`config.mk`:
```
export PLATFORM = sky130hd
export DESIGN_NAME = pps_divider
export DESIGN_NICKNAME = d
export VERILOG_FILES = /design/src/pps_divider.sv
export SDC_FILE = /design/constraint.sdc
export NUM_CORES = 1
export LEC_CHECK = 0
export ABC_AREA = 1
export BUFFER_PORTS_ARGS = -buffer_cell sky130_fd_sc_hd__buf_2
export CAP_MARGIN = 40
export CORE_ASPECT_RATIO = 1.1
export CORE_MARGIN = 1
export CORE_UTILIZATION = 25
export DETAILED_ROUTE_END_ITERATION = 6
export HOLD_SLACK_MARGIN = 0.08
export PLACE_DENSITY = 0.51
export SLEW_MARGIN = 5
export SYNTH_ARGS = -nofsm -noshare
export SYNTH_HDL_FRONTEND = slang
export SYNTH_SLANG_ARGS = --single-unit
```
`constraint.sdc`:
```
create_clock -name clk -period 6.6 [get_ports clk]
set_input_delay 0.66 -clock clk [delete_from_list [all_inputs] [get_ports clk]]
set_output_delay 0.66 -clock clk [all_outputs]
set_load 0.05 [all_outputs]
```
`src/pps_divider.sv`:
```
// ----------------------------------------------------------------------------
// pps_divider: serial unsigned divider
// Restoring division of a 64-bit numerator by a 13-bit divisor, 1 bit/cycle.
// ----------------------------------------------------------------------------
module pps_divider (
  input  logic        clk,
  input  logic        rst,
  input  logic        start,
  input  logic [63:0] num,
  input  logic [12:0] den,
  output logic        done,
  output logic [63:0] quo
);
  logic [63:0] q;
  logic [13:0] rem;
  logic [6:0]  cnt;
  logic        busy;
  logic [12:0] d;
  logic [13:0] sh;

  assign sh = {rem[12:0], q[63]};
  assign quo = q;

  always_ff @(posedge clk) begin
    if (rst) begin
      busy <= 1'b0;
      done <= 1'b0;
    end else begin
      done <= 1'b0;
      if (start) begin
        busy <= 1'b1;
        q <= num;
        rem <= '0;
        d <= den;
        cnt <= 7'd0;
      end else if (busy) begin
        if (sh >= {1'b0, d}) begin
          rem <= sh - {1'b0, d};
          q <= {q[62:0], 1'b1};
        end else begin
          rem <= sh;
          q <= {q[62:0], 1'b0};
        end
        cnt <= cnt + 7'd1;
        if (cnt == 7'd63) begin
          busy <= 1'b0;
          done <= 1'b1;
        end
      end
    end
  end
endmodule

```
* Word-level counts from Yosys, hierarchy flattened
Cells that the tools add are included.
Storage, ports and cells: register bits after elaboration 99, latch bits 0, memory bits (writable) 0, ROM bits 0, input port bits 80, output and inout port bits 65, memories 0
Operators by class: add/subtract/negate cells 2, multipliers 0, div/mod/pow operators 0, magnitude comparators 1, equal/unequal tests 1, shift operators 0, muxes and demuxes 10, bitwise logic cells 2, reductions and logical operators 4
Operator list (number):
- $mux 64 | 2
- $mux 13 | 2
- $ge 14x13->1 | 1
- $sub 13x13->13 | 1
- $add 7x1->7 const B | 1
- $eq 7x6->1 const B | 1
- $mux 7 | 1
- $mux 1 | 5
- $reduce_and 2->1 | 2
- $reduce_or 3->1 | 1
- $not 1->1 | 2
- $reduce_bool 2->1 | 1

* Logic depth before layout (Yosys ltp)
Gate-level depths: netlist of the first run.
depth after elaboration 4, depth in mapped cells 14

* Worst setup path after synthesis of the first run
Ideal clock, no wire load.
kind input to register, from in start, to reg busy, arrival time 5.717 ns, required time 6.523 ns, setup slack 0.806 ns, stages 6, path buffers 2, path through buf_2 -> inv_2 -> buf_2 -> a21oi_1 -> o21ai_0 -> inv_1
Between the ends: cells in the longest elaborated chain, start to end 1
Ends and longest elaborated chain:
- start: declaration | line 8 | input logic start,
- $mux 1 | line 30 | if (start) begin
- end signal: assignment | line 26 | busy <= 1'b0;
- end signal: assignment | line 31 | busy <= 1'b1;
- end signal: assignment | line 46 | busy <= 1'b0;
- end: declaration | line 17 | logic busy;
Every way passes these cells. A chain may end at the register's enable or synchronous reset.

* Final worst setup path of the first run
from in start, to reg q[26], in the netlist quo[26], enable pin
Between the ends: cells in the longest elaborated chain, start to end 2
Ends and longest elaborated chain:
- $reduce_bool 2->1 (no source line)
- $reduce_and 2->1 (no source line)
- end signal: assignment | line 32 | q <= num;
- end signal: assignment | line 39 | q <= {q[62:0], 1'b1};
- end signal: assignment | line 42 | q <= {q[62:0], 1'b0};
- end: declaration | line 14 | logic [63:0] q;
Every way passes these cells.

==> impl_metrics.env, run 1 <==
export IMPL_grt_usage_pct=13.0
export IMPL_synth_xor_area_share_pct=0.875
export IMPL_ant_nets=0
export IMPL_critical_path_max_fanout=72
export IMPL_holdPathStages=1
export IMPL_viasPerCell=4.23
export IMPL_grt_pass1_vias=3981
export IMPL_hold_buffers=0
export IMPL_min_from="den[2]"
export IMPL_p_per_area_nw_per_um2=268
export IMPL_fin_nets=791
export IMPL_cp_required_ps=6580
export IMPL_synth_fa_ha_area_share_pct=3.90
export IMPL_endpoint_kind="register"
export IMPL_grt_pass1_wl_um=20200
export IMPL_syn_area_um2=5000
export IMPL_clk_path_buf_depth=2
export IMPL_timing_rr_end="rem[9]"
export IMPL_finalPower_mw=1.69
export IMPL_synth_area_per_cell_um2=9.02
export IMPL_h_tree_depth=3
export IMPL_ys_ff_latch=99
export IMPL_synth_area_top_cells="edfxtp_1 58%, nand2_1 20%, ha_1 3.5%"
export IMPL_max_vdd_ir_drop_mv=0.134
export IMPL_first_pass_iters=4
export IMPL_tritoncts="built"
export IMPL_drt_iter0_drc=180
export IMPL_rows=53
export IMPL_synth_warnings=0
export IMPL_dpl_worst_slack_ps=3220
export IMPL_clk_pin_slew_ps=80
export IMPL_antenna_found_initial=1
export IMPL_whs_endpoint="d[2]"
export IMPL_drv_slew=0
export IMPL_synth_top_family_by_area="simple AND/OR/NAND/NOR gates"
export IMPL_drc=0
export IMPL_die_area_um2=20600
export IMPL_crit_type="in2reg"
export IMPL_die_x_um=137
export IMPL_netlist_instances=555
export IMPL_cts_sinks=99
export IMPL_wire_per_inst_um=13.5
export IMPL_place_congestion=0.813
export IMPL_synth_compound_gate_area_share_pct=2.35
export IMPL_insertion_delay_ps=350
export IMPL_hold_path_class="in2reg"
export IMPL_fin_skew_ps=12.5
export IMPL_synth_seq_area_share_pct=59.0
export IMPL_p_leak_nw=3.05
export IMPL_slew_headroom_pct=44.7
export IMPL_ys_types=32
export IMPL_slowest_stage="buf_4"
export IMPL_r2r_start="quo[63]"
export IMPL_setup_violations=0
export IMPL_synth_largest_area_cell="edfxtp_1"
export IMPL_post_cts_resized=0
export IMPL_cp_cell_sequence="buf_2, buf_4, inv_2, a21oi_4, buf_4"
export IMPL_reg2reg_depth=14
export IMPL_synth_top_cell_area_share_pct=58.2
export IMPL_numCtsBuffers=9
export IMPL_initial_core_util_pct=25.8
export IMPL_max_stage_delay_ps=750
export IMPL_mostFrequentLayoutCells="264 x nand2_1, 144 x buf_2, 97 x edfxtp_1"
export IMPL_io_pins=145
export IMPL_worst_slew_pin_slew_ps=828
export IMPL_drive_above_1_share_pct=26.8
export IMPL_cap_viol_max_count=0
export IMPL_arrival_ps=2990
export IMPL_setup_tns_ps=0
export IMPL_syn_to_final_growth_pct=25.9
export IMPL_status="finished, final reports clean"
export IMPL_grt_max_degree=80
export IMPL_die_h_um=150
export IMPL_port_buffers=144
export IMPL_coreArea_um2=19400
export IMPL_layout_setup_ws_ps=3590
export IMPL_syn_nets=650
export IMPL_path_common_cell="buf_4"
export IMPL_fill_cells=2065
export IMPL_max_freq_mhz=332
export IMPL_reg2reg_slack_ps=4260
export IMPL_dpl_hpwl_um=9140
export IMPL_dr_total_vias=4010
export IMPL_hold_violations=0
export IMPL_finalWirelength_um=12800
export IMPL_min_period_ps=3010
export IMPL_yosys_mux_area_fraction_pct=0
export IMPL_cts_root_buffer="clkbuf_16"
export IMPL_synthSimpleGateAreaFrac_pct=28.3
export IMPL_final_common_cell="nand2_1"
export IMPL_post_cts_buffers=0
export IMPL_startpoint_type="input pin"
export IMPL_rsz0062_at_grt="no"
export IMPL_period_share_pct=45.6
export IMPL_overflow=0
==> per-stage QoR <==
step | instance area [um^2] | hold WS [ps] | utilization [%] | cells
floorplan | 5000 | 421 | - | 555
global placement | 5990 | 504 | 30.9 | 932
detailed placement | 5990 | 499 | 30.9 | 932
CTS | 6290 | 469 | 32.5 | 948
global route | 6290 | 466 | 32.5 | 948
finish | 6300 | 485 | 32.5 | 949
==> layer usage <==
metal  vias up  wire length [um]  global-route usage, %
met5         -                 0                      0
met4         0               203                   5.16
met3        12               973                   3.74
met2       125              5780                   20.2
met1      1813              5880                   16.9
li1       2060                 -                      -
==> cell families (layout without fill, tap and decap cells) <==
logic type,count (synthesis),count (layout)
DFF,99,99
AOI/OAI and AO/OA,19,19
and+or+nand+nor,348,348
xor gates and xnor gates,5,5
other,0,1
buffers and inverters,69,215
adders and majority gates,15,15
==> synth_stat cells <==
library cell / n
or2_2: 1
a21oi_4: 1
nor2_4: 1
fa_1: 1
buf_1: 2
nand3_2: 1
buf_6: 2
inv_2: 5
o21a_1: 1
a21oi_2: 1
nor4_1: 1
o21ai_0: 3
dfxtp_1: 2
ha_1: 14
nor2_1: 42
nand2_4: 2
o21ai_1: 3
nand3_4: 1
xor2_1: 2
edfxtp_1: 97
o21bai_1: 1
inv_1: 46
xnor2_1: 3
nand3_1: 21
buf_2: 4
nand4_1: 4
clkbuf_1: 10
nand2_2: 6
a21o_1: 1
nand2_1: 264
a21oi_1: 8
nor2_2: 4
==> worst max-delay path by stage <==
| stage | from | to | slack (ps) | cells past startpoint |
|---|---|---|---|---|
| after global placement | start | quo[21] | 3220 | 5 |
| after CTS | start | quo[25] | 3560 | 5 |
| after floorplan | start | busy | 810 | 6 |
| after detailed placement | start | quo[21] | 3220 | 5 |
| after global routing | start | quo[25] | 3390 | 5 |
| final | start | quo[26] | 3590 | 5 |
==> registers in the layout, summed over array words and instances (netlist names) <==
name,flops
rem,13
done,1
quo,64
cnt,7
d,13
busy,1
==> layout make-up <==
cell class	count	area, um^2	share of cell area (%)
Antenna cell	1	2.50	0.0397
Clock buffer	9	225	3.58
Clock inverter	7	82.6	1.31
Inverter	51	191	3.04
Multi-Input combinational cell	387	1780	28.3
Sequential cell	99	2950	46.9
Tap cell	247	309	4.91
Timing Repair Buffer	148	751	11.9
==> critical path: cells and delay by family <==
kind,cells,cell delay (ps)
AOI/OAI and AO/OA,1,690
buffers and inverters,4,1540
==> power breakdown <==
group          total (mW)  internal (mW)  switching (mW)
Clock               0.555          0.301           0.254
Sequential          0.776          0.750          0.0267
Combinational       0.359          0.105           0.254
Note: power is estimated with default switching activity, not from simulation.
==> inputs of run 2 (changes only) <==
PLACE_DENSITY = 0.53   (was 0.51)
clock period = 2.48 ns   (was 6.6 ns; I/O delays follow)
==> run 2 against run 1 <==
Via count increased by 0.47%. Hold slack got worse by 380 ps. Routed wire length fell by 3.1%. Register-to-register slack lost 4100 ps. Global-route usage down 0.47 points. Total power grew to 2.7 times the previous value. Die area stayed put. Combinational power grew to 2.7 times the previous value. Critical endpoint is now rem[1]. Largest cell class unchanged. Highest routed layer unchanged.
==> impl_metrics.env, run 2 (synthesized netlist as in run 1, its figures left out) <==
export IMPL_status="finished, final reports clean"
export IMPL_path_common_cell="nand2_2"
export IMPL_critical_path_max_fanout=12
export IMPL_worst_path_stages=12
export IMPL_drv_slew=0
export IMPL_setup_violations=0
export IMPL_post_cts_buffers=0
export IMPL_max_freq_mhz=436
export IMPL_tritoncts="built"
export IMPL_setup_tns_ps=0
export IMPL_h_tree_depth=3
export IMPL_drive_above_1_share_pct=26.5
export IMPL_cp_required_ps=2560
export IMPL_clk_path_buf_depth=2
export IMPL_grt_pass1_wl_um=19400
export IMPL_initial_core_util_pct=25.8
export IMPL_port_buffers=144
export IMPL_io_pins=145
export IMPL_grt_pass1_vias=4029
export IMPL_max_stage_delay_ps=430
export IMPL_numCtsBuffers=9
export IMPL_overflow=0
export IMPL_drc=0
export IMPL_mostFrequentLayoutCells="264 x nand2_1, 144 x buf_2, 97 x edfxtp_1"
export IMPL_viasPerCell=4.18
export IMPL_post_cts_resized=0
export IMPL_place_congestion=0.796
export IMPL_final_common_cell="nand2_1"
export IMPL_syn_to_final_growth_pct=29.1
export IMPL_insertion_delay_ps=360
export IMPL_endpoint_kind="register"
export IMPL_dpl_hpwl_um=8650
export IMPL_arrival_ps=2370
export IMPL_cp_top_family="simple AND/OR/NAND/NOR gates"
export IMPL_holdPathStages=1
export IMPL_dr_total_vias=4029
export IMPL_clk_pin_slew_ps=70
export IMPL_hold_violations=0
export IMPL_rsz0062_at_grt="no"
export IMPL_rows=53
export IMPL_placedCellCount=934
export IMPL_max_vdd_ir_drop_mv=0.286
export IMPL_slew_headroom_pct=49.0
export IMPL_fin_nets=806
export IMPL_cts_sinks=99
export IMPL_cp_cell_sequence="inv_1, ha_1, inv_1, fa_1, nand2_2, nand2_2, nand3_2, nand2_4, nand2_4, nand3_2, nand2_2, a21oi_2"
export IMPL_die_h_um=150
export IMPL_grt_usage_pct=12.5
export IMPL_hold_path_class="in2reg"
export IMPL_worst_slew_pin_slew_ps=764
export IMPL_startpoint_type="register"
export IMPL_reg2reg_depth=12
export IMPL_cap_viol_max_count=0
export IMPL_largest_reg_flops=64
export IMPL_cp_buffers_inverters=2
export IMPL_finalWirelength_um=12400
export IMPL_slowest_stage="fa_1"
export IMPL_min_period_ps=2290
export IMPL_p_per_area_nw_per_um2=700
export IMPL_coreArea_um2=19400
export IMPL_period_share_pct=92.4
export IMPL_cts_root_buffer="clkbuf_16"
export IMPL_stdcell_count=965
export IMPL_die_area_um2=20600
export IMPL_crit_type="reg2reg"
export IMPL_drt_iter0_drc=128
export IMPL_grt_max_degree=72
export IMPL_whs_ps=101
export IMPL_ant_nets=0
export IMPL_p_leak_nw=3.12
export IMPL_first_pass_iters=4
export IMPL_die_x_um=137
export IMPL_fin_skew_ps=11.7
export IMPL_wire_per_inst_um=12.9
export IMPL_antenna_found_initial=2
run 2: changes by cell type in the layout (fill, tap and decap cells not counted), sizes merged:
cell	change
dlygate4sd3	+12
buf	+2
clkinv	+2
clkinvlp	-2
diode	+1
nand3	+1
run 2: per-stage QoR:
step | worst slack [ps] | instance area [um^2] | power, mW | util, %
after floorplan | 40.5 | 5020 | 2.81 | -
after global placement | 212 | 6010 | 3.06 | 31.1
after detailed placement | 130 | 6010 | 3.06 | 31.1
after CTS | 129 | 6440 | 4.60 | 33.3
after global routing | 42.1 | 6450 | 4.75 | 33.3
final | 188 | 6460 | 4.52 | 33.3
run 2: cell type report:
cell class	count	area [um^2]
fillers	2086	12900
flip-flops and latches	99	2950
multi-input cells	388	1790
repair buffers	162	898
well taps	247	309
clock buffers	9	225
inverters	51	191
clock inverters	7	82.6
diodes	2	5.00
run 2: power by group:
group          switching [mW]  internal, mW  leakage, nW
registers              0.0615          1.99        0.950
clock network           0.685         0.804        0.152
logic                   0.678         0.298         2.02
total                    1.43          3.09         3.12
run 2: timing repair:
item,CTS,global route
hold buffers,12,0
hold endpoints to repair,12,0
endpoints found under the setup margin,0,2
run 2: final timing paths:
check / from / endpoint / slack (ps)
setup / recovery: quo[63] / rem[1] / 190
hold reg to reg: busy / done / 510
hold / removal: den[0] / d[0] / 100
setup reg to reg: quo[63] / rem[1] / 190
run 2: worst reg2reg max path: cells and delay by family, from the launching register on:
kind	cells	cell delay [ps]
AOI/OAI and AO/OA	1	50
adders and majority gates	2	570
buffers and inverters	2	150
DFF	1	410
and+or+nand+nor	7	850
run 2: per-layer routing:
layer	track usage (%)	part of all wire, %	routed length [um]	vias to the layer above
li1	-	-	-	2091
met1	14.8	45	5550	1810
met2	20.3	46	5700	115
met3	4.55	8.0	998	13
met4	5.27	1.6	199	0
met5	0	0	0	-
